`src/rtl/core/clss_pkg.sv`:
```
// ----------------------------------------------------------------------------
// clss_pkg
// Types, constants and elaboration-time helpers shared by the
// conditional-likelihood site step.
// ----------------------------------------------------------------------------
package clss_pkg;

  localparam int NUM_LANES = 8;   // four parent bases times two children
  localparam int NUM_BASES = 4;
  localparam int EXP_BITS  = 20;
  localparam int LOG_BITS  = 20;
  // register stages inside one lane, from queue head to log2 result
  localparam int LANE_LAT  = 2 * EXP_BITS + 6;

  localparam logic signed [15:0] ZERO_CODE = 16'sh8000;
  localparam logic signed [15:0] LOG_MAX   = 16'sh7fff;
  localparam logic [16:0]        LOG2E_Q16 = 17'd94548;
  localparam logic [29:0]        LN2_Q30   = 30'd744261118;

  // configuration register indexes
  typedef enum logic [2:0] {
    REG_MAT_A_ROW0 = 3'd0,
    REG_MAT_A_ROW1 = 3'd1,
    REG_MAT_A_ROW2 = 3'd2,
    REG_MAT_A_ROW3 = 3'd3,
    REG_MAT_B_ROW0 = 3'd4,
    REG_MAT_B_ROW1 = 3'd5,
    REG_MAT_B_ROW2 = 3'd6,
    REG_MAT_B_ROW3 = 3'd7
  } clss_reg_t;

  // classified work for one (parent base, child) lane
  typedef struct packed {
    logic [3:0]             act;
    logic signed [15:0]     mx;
    logic [3:0][15:0]       d;
  } clss_lane_in_t;

  // one queued site
  typedef struct packed {
    clss_lane_in_t [NUM_LANES-1:0] lane;
    logic                          last;
  } clss_item_t;

  // integer square root, bit by bit (elaboration only)
  function automatic logic [63:0] isqrt64(logic [63:0] x);
    logic [63:0] v;
    logic [63:0] res;
    logic [63:0] bitv;
    v    = x;
    res  = '0;
    bitv = 64'h4000_0000_0000_0000;
    for (int i = 0; i < 32; i++) begin
      if (v >= res + bitv) begin
        v   = v - (res + bitv);
        res = (res >> 1) + bitv;
      end else begin
        res = res >> 1;
      end
      bitv = bitv >> 2;
    end
    return res;
  endfunction

  // 2^(-2^-b) in Q32, by repeated square roots of 2^-1
  function automatic logic [31:0] root_q32(int b);
    logic [63:0] r;
    r = 64'h8000_0000;
    for (int i = 1; i <= b; i++) begin
      r = isqrt64(r << 32);
    end
    return r[31:0];
  endfunction

endpackage

```
`src/rtl/core/clss_queue.sv`:
```
// ----------------------------------------------------------------------------
// clss_queue
// Short FIFO between the classifier and the arithmetic pipeline.
// ----------------------------------------------------------------------------
module clss_queue #(
  parameter int DEPTH = 4
) (
  input  logic                 clk,
  input  logic                 rst,
  input  clss_pkg::clss_item_t push_item,
  input  logic                 push_valid,
  output logic                 push_ready,
  output clss_pkg::clss_item_t head,
  output logic                 head_valid,
  input  logic                 pop
);
  import clss_pkg::*;

  localparam int PW = (DEPTH > 1) ? $clog2(DEPTH) : 1;
  localparam int CW = $clog2(DEPTH + 1);

  clss_item_t      mem [DEPTH];
  logic [PW-1:0]   wptr;
  logic [PW-1:0]   rptr;
  logic [CW-1:0]   count;
  logic            push;

  assign push_ready = (count != CW'(DEPTH));
  assign push       = push_valid && push_ready;
  assign head_valid = (count != '0);
  assign head       = mem[rptr];

  // pointers and fill level
  always_ff @(posedge clk) begin
    if (rst) begin
      wptr  <= '0;
      rptr  <= '0;
      count <= '0;
    end else begin
      if (push) begin
        wptr <= (wptr == PW'(DEPTH - 1)) ? '0 : wptr + 1'b1;
      end
      if (pop) begin
        rptr <= (rptr == PW'(DEPTH - 1)) ? '0 : rptr + 1'b1;
      end
      if (push && !pop) begin
        count <= count + 1'b1;
      end else if (pop && !push) begin
        count <= count - 1'b1;
      end
    end
  end

  always_ff @(posedge clk) begin
    if (push) begin
      mem[wptr] <= push_item;
    end
  end

endmodule

```
`config.mk`:
```
export PLATFORM = sky130hd
export DESIGN_NAME = clss_queue
export DESIGN_NICKNAME = d
export VERILOG_FILES = /design/src/rtl/core/clss_pkg.sv /design/src/rtl/core/clss_queue.sv
export SDC_FILE = /design/constraint.sdc
export NUM_CORES = 2
export LEC_CHECK = 0
export ABC_AREA = 1
export BUFFER_PORTS_ARGS = -buffer_cell sky130_fd_sc_hd__buf_2
export CAP_MARGIN = 20
export CORE_AREA = 2 2 521 523
export CTS_CLUSTER_DIAMETER = 50
export CTS_CLUSTER_SIZE = 10
export DETAILED_ROUTE_END_ITERATION = 6
export DIE_AREA = 0 0 523 525
export GPL_TIMING_DRIVEN = 0
export PLACE_DENSITY = 0.61
export SYNTH_ARGS = -nofsm -noshare
export SYNTH_HDL_FRONTEND = slang
export SYNTH_SLANG_ARGS = --single-unit
```
`constraint.sdc`:
```
create_clock -name clk -period 42.3 [get_ports clk]
set_clock_uncertainty 0.2 [all_clocks]
set_input_delay 4.23 -clock clk [delete_from_list [all_inputs] [get_ports clk]]
set_output_delay 4.23 -clock clk [all_outputs]
set_load 0.1 [all_outputs]
```
==> results.cfg <==
[global_routing]
grt_first_pass_wirelength_um = 485000
grt_max_degree = 29
grt_antenna_before_repair = 250
grt.total_usage_pct = 24.8
grt_pass1_vias = 64500
gr-total-overflow = 0

[final_layout]
final_cell_mix = edfxtp_1, buf_2, nor2_1
area_growth_pct = 23.9
final_common_cell = edfxtp_1
fin_nets = 9063
final_area_mm2 = 0.124
drive_above_1_share_pct = 24.5

[worst_hold_path]
holdCritPathClass = register to register
hold_path.startpoint = count[1]$_SDFFE_PP0P_

[setup_path]
critical_path.max_fanout = 10
cp_data_required_time_ps = 37870
path_buf_inv = 5
crit_chain = buf_2 > clkinv_1 > buf_2 > clkbuf_1 > o21ai_0 > o22ai_1 > buf_2
end_kind = output pin
crit_top_cell = buf_2
regToRegStartpoint = count[0]$_SDFFE_PP0P_
cp-start-kind = register
critPathArrivalTime_ps = 4600
slowest_stage = o22ai_1
critical-path-top-delay-family = buffers and inverters
worstSetupPathType = register to output pin
cpPeakStageDelay_ps = 840

[synthesis]
async_flop_share_pct = 0
synth_ff_type = edfxtp_1
muxShareOfSynthArea_pct = 0
yosysWarnings = 0
synth_compound_area_share_pct = 11.0
ys_ff_latch = 2701
yosysUniqueCellTypes = 25
seq_area_frac_synth_pct = 81.2
syn_nets = 7256
synth_edf_count = 2692
syn-cell-area_mm2 = 0.0998
avgSynthCellArea_um2 = 15.2
synth_top_family_by_area = compound AO/OA/AOI/OAI gates
synthCells = 6572
synth_simple_gate_area_share_pct = 5.19
synthXorXnorAreaFrac_pct = 0.00878
synthAdderAreaFrac_pct = 0.0953

[sta]
slew_violations = 0
hold_viol = 0
clock.fmax_ghz = 0.111
rsz0062_at_grt = false
tightest_slew_ps = 1080
maxSlewHeadroom_pct = 28.1
tns_ps = 0
min_period_ps = 9030
period_share_pct = 21.3
setup_viol = 0

[detailed_routing]
drcViolationCount = 0
wirelength_um = 355000
ant_nets = 0
dr.pass1.iters = 6
avgViaCountPerCell = 5.46
drtIter0Drc = 6981
vias = 66900
wire_per_inst_um = 29.0

[clock_network]
cts_hold_buf = 0
cts.sinks = 2701
cts_buffer_depth = 4
cts_tree = built
cts.repair.resized = 0
clk_latency_ps = 900
h-tree-depth = 5
cts_made_buffers = 331
clkTransAtPathRegs_ps = 50
root_buffer = clkbuf_16
cts_setup_buffers = 0

[pwr]
combPwrFrac_pct = 22.6
intPower_w = 0.00492
leakage_nw = 42.6
pwr-share-seq_pct = 43.3
p_clk_share_pct = 34.0
switchingPower_w = 0.00250
p_sw_share_pct = 33.7
powerDensity_mw_per_mm2 = 60.1
ir_worst_vdd_uv = 53.0

[floorplanning]
die_y_um = 525
placementRows = 191
chipWidth_um = 523
die-area_mm2 = 0.275
core_area_mm2 = 0.269
io_pins = 1352
start_util_pct = 37.0

[place]
placed_area_mm2 = 0.114
routabilityCongestion = 0.870
io_buffer_count = 1351
hpwl_um = 256000

[flow_run]
cap_violations = 0

[run_status]
outcome = finished clean
logic make-up after synthesis:
family                     after synthesis
and+or+nand+nor                       1376
xor gates and xnor gates                 1
buffers and inverters                  464
AOI/OAI and AO/OA                     2023
adders and majority gates                7
DFF                                   2701
Yosys cell counts, types with 2 or more instances:
cell type | count | area [um^2]
inv_1 | 14 | 52.6
dfxtp_1 | 9 | 180
o21ai_0 | 1290 | 6460
nor2_1 | 1362 | 5110
edfxtp_1 | 2692 | 80800
o22ai_1 | 673 | 4210
buf_2 | 98 | 490
clkbuf_2 | 16 | 80.1
buf_6 | 71 | 800
buf_4 | 18 | 135
a21oi_1 | 2 | 10.0
ha_1 | 6 | 75.1
clkbuf_1 | 243 | 912
o21ai_1 | 58 | 290
nand2_1 | 10 | 37.5
power by group through the flow:
stage	sequential (W)	clock [W]	combinational, W
2_1_floorplan	0.00352	0	0.00117
3_3_place_gp	0.00376	0	0.00160
3_5_place_dp	0.00327	0	0.00168
4_1_cts	0.00321	0.00256	0.00168
5_1_grt	0.00323	0.00266	0.00173
6_report	0.00322	0.00253	0.00168
registers in the layout, indices dropped and copies added, names as in the netlist, named ones only:
name / count
count: 3
mem: 2692
rptr: 2
wptr: 2
worst reg2reg max path, stage by stage (launching register included):
cell and delay [ps]:
dfxtp_1 400, nor2_1 90, nand2_1 130, nand2_1 290, nor2_4 730, buf_12 290, buf_16 220, buf_12 230
buf_16 230, buf_16 180, buf_12 200, buf_12 270, buf_12 240, buf_12 220
layer usage:
metal,global-route usage [%],vias up,part of all wire [%]
met3,9.26,924,12
li1,-,28800,-
met1,27.8,33300,34
met2,40.1,3748,48
met5,0,-,0.17
met4,14.9,90,6.3
per-stage QoR:
step / util (%) / instances / setup slack [ps] / hold WS (ps) / power, W
final: 45.9 / 12200 / 33270 / 329 / 0.00742
after floorplan: - / 6572 / 8010 / 294 / 0.00468
after CTS: 45.7 / 12000 / 33030 / 334 / 0.00745
after global placement: 41.2 / 11500 / -17450 / 313 / 0.00535
after global routing: 45.8 / 12200 / 33090 / 394 / 0.00762
after detailed placement: 42.2 / 11600 / 34050 / 326 / 0.00494
final cells by class:
type | count | area (um^2)
Fill cell | 23200 | 146000
Sequential cell | 2701 | 81000
Multi-Input combinational cell | 3407 | 16300
Timing Repair Buffer | 1474 | 9410
Clock buffer | 356 | 8500
Tap cell | 3570 | 4470
Buffer | 448 | 2440
Clock inverter | 73 | 885
Antenna cell | 202 | 505
Inverter | 16 | 62.6
worst paths after layout:
check	end	slack, ps	cells after the start
max	head[649]	33270	7
min	count[1]$_SDFFE_PP0P_	330	2
max reg2reg	mem[0][242]$_DFFE_PP_	38030	13
min reg2reg	count[1]$_SDFFE_PP0P_	330	2
No activity file was read; power rests on OpenSTA's default activity.
