### config.mk
export PLATFORM = sky130hd
export DESIGN_NAME = clss_front_flat
export DESIGN_NICKNAME = d
export VERILOG_FILES = /design/src/rtl/core/clss_pkg.sv /design/src/rtl/core/clss_if.sv /design/src/rtl/core/clss_front.sv /design/src/flat_wrapper.sv
export SDC_FILE = /design/constraint.sdc
export NUM_CORES = 2
export LEC_CHECK = 0
export ABC_AREA = 1
export BUFFER_PORTS_ARGS = -buffer_cell sky130_fd_sc_hd__buf_2
export CAP_MARGIN = 0
export CORE_AREA = 2 2 521 523
export CTS_CLUSTER_DIAMETER = 200
export DETAILED_ROUTE_END_ITERATION = 10
export DIE_AREA = 0 0 523 525
export PLACE_DENSITY = 0.43
export SLEW_MARGIN = 10
export SYNTH_ARGS = -nofsm -noshare
export SYNTH_HDL_FRONTEND = slang
export SYNTH_SLANG_ARGS = --single-unit
### constraint.sdc
create_clock -name clk -period 100 [get_ports clk]
set_clock_uncertainty 0.15 [all_clocks]
set_input_delay 20 -clock clk [delete_from_list [all_inputs] [get_ports clk]]
set_output_delay 20 -clock clk [all_outputs]
set_load 0.01 [all_outputs]
### src/rtl/core/clss_pkg.sv
// ----------------------------------------------------------------------------
// clss_pkg
// Types, constants and elaboration-time helpers shared by the
// conditional-likelihood site step.
// ----------------------------------------------------------------------------
package clss_pkg;

  localparam int NUM_LANES = 8;   // four parent bases times two children
  localparam int NUM_BASES = 4;
  localparam int EXP_BITS  = 20;
  localparam int LOG_BITS  = 20;
  // register stages inside one lane, from queue head to log2 result
  localparam int LANE_LAT  = 2 * EXP_BITS + 6;

  localparam logic signed [15:0] ZERO_CODE = 16'sh8000;
  localparam logic signed [15:0] LOG_MAX   = 16'sh7fff;
  localparam logic [16:0]        LOG2E_Q16 = 17'd94548;
  localparam logic [29:0]        LN2_Q30   = 30'd744261118;

  // configuration register indexes
  typedef enum logic [2:0] {
    REG_MAT_A_ROW0 = 3'd0,
    REG_MAT_A_ROW1 = 3'd1,
    REG_MAT_A_ROW2 = 3'd2,
    REG_MAT_A_ROW3 = 3'd3,
    REG_MAT_B_ROW0 = 3'd4,
    REG_MAT_B_ROW1 = 3'd5,
    REG_MAT_B_ROW2 = 3'd6,
    REG_MAT_B_ROW3 = 3'd7
  } clss_reg_t;

  // classified work for one (parent base, child) lane
  typedef struct packed {
    logic [3:0]             act;
    logic signed [15:0]     mx;
    logic [3:0][15:0]       d;
  } clss_lane_in_t;

  // one queued site
  typedef struct packed {
    clss_lane_in_t [NUM_LANES-1:0] lane;
    logic                          last;
  } clss_item_t;

  // integer square root, bit by bit (elaboration only)
  function automatic logic [63:0] isqrt64(logic [63:0] x);
    logic [63:0] v;
    logic [63:0] res;
    logic [63:0] bitv;
    v    = x;
    res  = '0;
    bitv = 64'h4000_0000_0000_0000;
    for (int i = 0; i < 32; i++) begin
      if (v >= res + bitv) begin
        v   = v - (res + bitv);
        res = (res >> 1) + bitv;
      end else begin
        res = res >> 1;
      end
      bitv = bitv >> 2;
    end
    return res;
  endfunction

  // 2^(-2^-b) in Q32, by repeated square roots of 2^-1
  function automatic logic [31:0] root_q32(int b);
    logic [63:0] r;
    r = 64'h8000_0000;
    for (int i = 1; i <= b; i++) begin
      r = isqrt64(r << 32);
    end
    return r[31:0];
  endfunction

endpackage

### src/rtl/core/clss_if.sv
// ----------------------------------------------------------------------------
// clss_if
// Channel interfaces: site input, parent result and register write.
// ----------------------------------------------------------------------------
interface clss_site_if;
  logic               valid;
  logic               ready;
  logic signed [15:0] a_log0;
  logic signed [15:0] a_log1;
  logic signed [15:0] a_log2;
  logic signed [15:0] a_log3;
  logic signed [15:0] b_log0;
  logic signed [15:0] b_log1;
  logic signed [15:0] b_log2;
  logic signed [15:0] b_log3;
  logic               last_site;
  modport source (output valid, a_log0, a_log1, a_log2, a_log3, b_log0, b_log1,
                  b_log2, b_log3, last_site, input ready);
  modport sink (input valid, a_log0, a_log1, a_log2, a_log3, b_log0, b_log1,
                b_log2, b_log3, last_site, output ready);
endinterface


### src/rtl/core/clss_front.sv
// ----------------------------------------------------------------------------
// clss_front
// Accepts a site, finds the active set and maximum log of every lane and
// registers the classified item for the queue.
// ----------------------------------------------------------------------------
module clss_front (
  input  logic                          clk,
  input  logic                          rst,
  clss_site_if.sink                     site,
  input  logic [7:0][63:0]              mat,
  output clss_pkg::clss_item_t          item,
  output logic                          item_valid,
  input  logic                          item_ready
);
  import clss_pkg::*;

  logic signed [15:0] la [4];
  logic signed [15:0] lb [4];
  clss_lane_in_t      lane_c [NUM_LANES];
  clss_item_t         cls;
  logic               site_xfer;

  assign la[0] = site.a_log0;
  assign la[1] = site.a_log1;
  assign la[2] = site.a_log2;
  assign la[3] = site.a_log3;
  assign lb[0] = site.b_log0;
  assign lb[1] = site.b_log1;
  assign lb[2] = site.b_log2;
  assign lb[3] = site.b_log3;

  assign site.ready = !item_valid || item_ready;
  assign site_xfer  = site.valid && site.ready;

  // classify each lane: active inputs, their maximum and distances to it
  for (genvar g = 0; g < NUM_LANES; g++) begin : g_cls
    always_comb begin
      logic signed [15:0] lg [4];
      logic [3:0]         act;
      logic               any;
      logic signed [15:0] mx;
      logic signed [16:0] dd;
      for (int x = 0; x < 4; x++) begin
        lg[x]  = (g < NUM_BASES) ? la[x] : lb[x];
        act[x] = (mat[g][16*x +: 16] != 16'd0) && (lg[x] != ZERO_CODE);
      end
      any = 1'b0;
      mx  = ZERO_CODE;
      for (int x = 0; x < 4; x++) begin
        if (act[x] && (!any || lg[x] > mx)) begin
          mx  = lg[x];
          any = 1'b1;
        end
      end
      lane_c[g].act = act;
      lane_c[g].mx  = mx;
      for (int x = 0; x < 4; x++) begin
        dd = {mx[15], mx} - {lg[x][15], lg[x]};
        lane_c[g].d[x] = act[x] ? dd[15:0] : 16'd0;
      end
    end
  end

  // pack the lanes with the sideband
  always_comb begin
    for (int g = 0; g < NUM_LANES; g++) begin
      cls.lane[g] = lane_c[g];
    end
    cls.last = site.last_site;
  end

  // output stage
  always_ff @(posedge clk) begin
    if (rst) begin
      item_valid <= 1'b0;
    end else if (site.ready) begin
      item_valid <= site_xfer;
    end
  end

  always_ff @(posedge clk) begin
    if (site_xfer) begin
      item <= cls;
    end
  end

endmodule

### src/flat_wrapper.sv
// flat-port wrapper written by rule: the top's interface ports become plain ports
module clss_front_flat import clss_pkg::*;
  (clk, rst, mat, item, item_valid, item_ready, site_valid, site_a_log0, site_a_log1, site_a_log2, site_a_log3, site_b_log0, site_b_log1, site_b_log2, site_b_log3, site_last_site, site_ready);
  clss_site_if site_i ();
  input  logic clk;
  input  logic rst;
  input  logic [7:0][63:0] mat;
  output clss_pkg::clss_item_t item;
  output logic item_valid;
  input  logic item_ready;
  input wire logic [$bits(site_i.valid)-1:0] site_valid;
  input wire logic [$bits(site_i.a_log0)-1:0] site_a_log0;
  input wire logic [$bits(site_i.a_log1)-1:0] site_a_log1;
  input wire logic [$bits(site_i.a_log2)-1:0] site_a_log2;
  input wire logic [$bits(site_i.a_log3)-1:0] site_a_log3;
  input wire logic [$bits(site_i.b_log0)-1:0] site_b_log0;
  input wire logic [$bits(site_i.b_log1)-1:0] site_b_log1;
  input wire logic [$bits(site_i.b_log2)-1:0] site_b_log2;
  input wire logic [$bits(site_i.b_log3)-1:0] site_b_log3;
  input wire logic [$bits(site_i.last_site)-1:0] site_last_site;
  output wire logic [$bits(site_i.ready)-1:0] site_ready;
  assign site_i.valid = site_valid;
  assign site_i.a_log0 = site_a_log0;
  assign site_i.a_log1 = site_a_log1;
  assign site_i.a_log2 = site_a_log2;
  assign site_i.a_log3 = site_a_log3;
  assign site_i.b_log0 = site_b_log0;
  assign site_i.b_log1 = site_b_log1;
  assign site_i.b_log2 = site_b_log2;
  assign site_i.b_log3 = site_b_log3;
  assign site_i.last_site = site_last_site;
  assign site_ready = site_i.ready;
  clss_front u_core (.clk(clk), .rst(rst), .site(site_i), .mat(mat), .item(item), .item_valid(item_valid), .item_ready(item_ready));
endmodule
==> metrics.md <==
| Metric | Value |
|---|---|
| Status | completed |
| Port buffer count | 1,319 |
| DRC Markers | 0 |
| Kind of critical path | in -> out |
| Ys flop type | edfxtp_1 |
| Postcts setup bufs | 0 |
| Final Wtd Congestion | ~0.96 |
| Layout area overhead | 24.67% |
| Worst setup SP type | input pin |
| Power per Cell Area | between 30 and 40 nW/um^2 |
| Overall routed net length | 335,500 um |
| Post-Synthesis Cells | 7,254 |
| Die width | 523 um |
| Rows | 191 |
| RR Startpoint | u_core.item_valid |
| Share of post-route cells with drive strength above 1 | 0.1980 |
| Antenna Nets Post-Route | 0 |
| Synth top area share | 0.3466 |
| Clk Tree Root Cell | clkbuf_16 |
| Cell taking the most area after synthesis | edfxtp_1 |
| HP Class | reg -> reg |
| Synth Cell Area | 58,310 sq um |
| Worst setup EP type | primary output |
| Crit-path slowest cell | buf_2 |
| Setup TNS | 0 ps |
| Violation count after the first detailed-route iteration | about 5,800 |
| CP arrival | just over 20,000 ps |
| CTS Buffer Depth | 3 |
| Vias per inst | about 5.0 |
| First-pass GRT wire length | ~450,000 um |
| Post-DP Area | 69,640 sq um |
| Largest net degree at the start of global routing | 165 |
| Max-cap violation count | 0 |
| Top cells by area, synth | edfxtp_1 (35%), ha_1 (19%), nand2_1 (9.8%) |
| Tmin final | 40,600 ps |
| Worst-Skew Late Latency | 740 ps |
| Worst slew pin tran | 1197 ps |
| P_leak | between 30 and 40 nW |
| All-Layer GR Usage | 0.2341 |
| Mean Syn Cell Area | 8.038 sq um |
| Final setup vio count | 0 |
| CTS resizes | 0 |
| Post-synth ARST share | 0 |
| Max Clock Freq | 24.63 MHz |
| Routed vias | 61,120 |
| # H-tree levels | 3 |
| Die Ht | 525 um |
| Ports | 1,320 |
| Crit-path cells | buf_2, inv_1, nand2_1, buf_2 |
| CTS Buf Count | 86 |
| Final Instance Area | 72,690 sq um |
| Initial antenna violation count | about 110 |
| Post-synth EDFFs | around 670 |
| Worst-path fanout max | 2 |
| Synth Warn # | 0 |
| Nets@finish | about 10,000 |
| Die area | 274,600 sq um |
| Final hold violations | 0 |
| RSZ-0062 raised after global routing | no |
| Register area share after synthesis | 0.3470 |
| Req. time, crit path | about 80,000 ps |
| Hold-fix buffers, CTS | 0 |
| Hold_sp | u_core.item_valid |
| VDD IR max | 0.01977 mV |
| WL/cell | 27.22 um |
| Critical Path Start | item_ready |
| Congestion Overflow GR | 0 |
| First-pass DRT Iterations | 8 |
| Clock sink count | 674 |
| Period utilization | 0.4060 |
| Post-synth cell types | between 50 and 60 |
| Synthesized flop and latch total | 674 |
| Slew headroom | 0.1937 |
| Initial Util | 0.2165 |
| Detailed placer's ending HPWL | 276,700 um |
| Max stage delay on crit path | 150 ps |
| Clk slew on worst S/H paths | 50 ps |
| Core box area | between 200,000 and 300,000 sq um |
| Mapped Nets | 8,795 |
| Number of global-route vias before repair | just under 60,000 |
| Final cell count without fillers | 12,320 |
| Total power after layout | 2.594 mW |
| Slew Limit Fails | 0 |
| CP most frequent cell | buf_2 |
| CTS tree | done |
| Dpl cells | 12,130 |
## path summary, 6_finish.rpt
check                      end  slack (ps)  cells past startpoint
max                 site_ready       59400                      4
min          u_core.item_valid         400                      2
max reg2reg   u_core.item[382]       95530                      5
min reg2reg  u_core.item_valid         400                      2
## where the power goes
group          internal [mW]  total, mW  switching, mW
Clock                  0.189      0.335          0.146
Combinational          0.512       1.66           1.15
Sequential             0.515      0.595         0.0802
Total                   1.22       2.59           1.38
## synthesized netlist by cell type, types with 13 or more instances
cell type	count
xor2_1	34
inv_1	754
a211oi_1	15
nand4_1	74
buf_2	54
nand2_4	20
clkbuf_1	45
nand2_2	32
a31oi_1	62
o21a_1	71
nor2_1	460
o21ai_0	559
nand3_1	335
o21bai_1	31
nand3_2	13
nand2_1	1515
nor3_1	72
a21oi_1	888
edfxtp_1	673
inv_2	33
o2111ai_1	15
fa_1	32
a21boi_0	16
ha_1	864
o21ai_1	279
nor4_1	148
o21ai_2	17
a21o_1	31
## routing by layer
metal / vias up / track usage / share of wire
met5: - / 0 / 0.00049
met3: 572 / 0.03859 / 0.073
li1: 28720 / - / -
met1: 29090 / 0.2921 / 0.41
met2: 2711 / 0.3798 / 0.46
met4: 24 / 0.1345 / 0.063
## critical path, delay by kind of cell
kind | cells | cell delay (ps)
and+or+nand+nor | 1 | 90
buffers and inverters | 3 | 360
## through the flow
stage	setup WS, ps	hold slack (ps)	util
2_1_floorplan	45680	427.0	-
3_3_place_gp	59350	417.1	0.2585
3_5_place_dp	59390	400.6	0.2586
4_1_cts	59380	411.1	0.2695
5_1_grt	59360	448.8	0.2697
6_report	59400	399.8	0.2699
## kinds of logic after synthesis
logic type      Yosys count  share of synthesized area
simple gates           2713                     0.2035
fa+ha+maj               896                     0.1964
buf+inv                 921                    0.06262
compound gates         2016                     0.1854
xor+xnor                 34                   0.005107
flops                   674                     0.3470
## cell usage in the layout (no fill, tap or decap), types with 12 or more instances in the layout
master,synthesis,final
o2111ai_1,15,15
xor2_1,34,34
o21bai_1,31,31
diode_2,0,39
clkinv_1,6,21
nor2_1,460,460
a21o_1,31,31
nand3b_1,12,12
nand2_2,32,32
nand2_1,1515,1515
nor4_1,148,148
clkbuf_16,0,86
nand2_4,20,20
inv_1,754,754
o21ai_1,279,305
buf_4,12,103
edfxtp_1,673,673
nand4_1,74,74
nor3_1,72,72
nand3_2,13,13
o21a_1,71,71
clkinv_2,1,12
nand3_1,335,335
fa_1,32,32
a21boi_0,16,16
inv_2,33,33
a21oi_1,888,887
a31oi_1,62,62
o21ai_2,17,39
o21ai_0,559,511
ha_1,864,864
buf_2,54,1319
a211oi_1,15,15
clkbuf_1,45,13
## cell type report
class	count	area, sq um
fill	29240	196600
multi-input combinational	5659	34520
sequential	674	20230
timing repair buffer	1424	7415
tap	3570	4467
inverter	799	3013
clock buffer	99	2201
clock inverter	60	748.2
antenna	39	97.59
## registers in the layout, summed over array words and instances (netlist names)
name	count
u_core.item	673
u_core.item_valid	1
(Power assumes the default switching activity.)
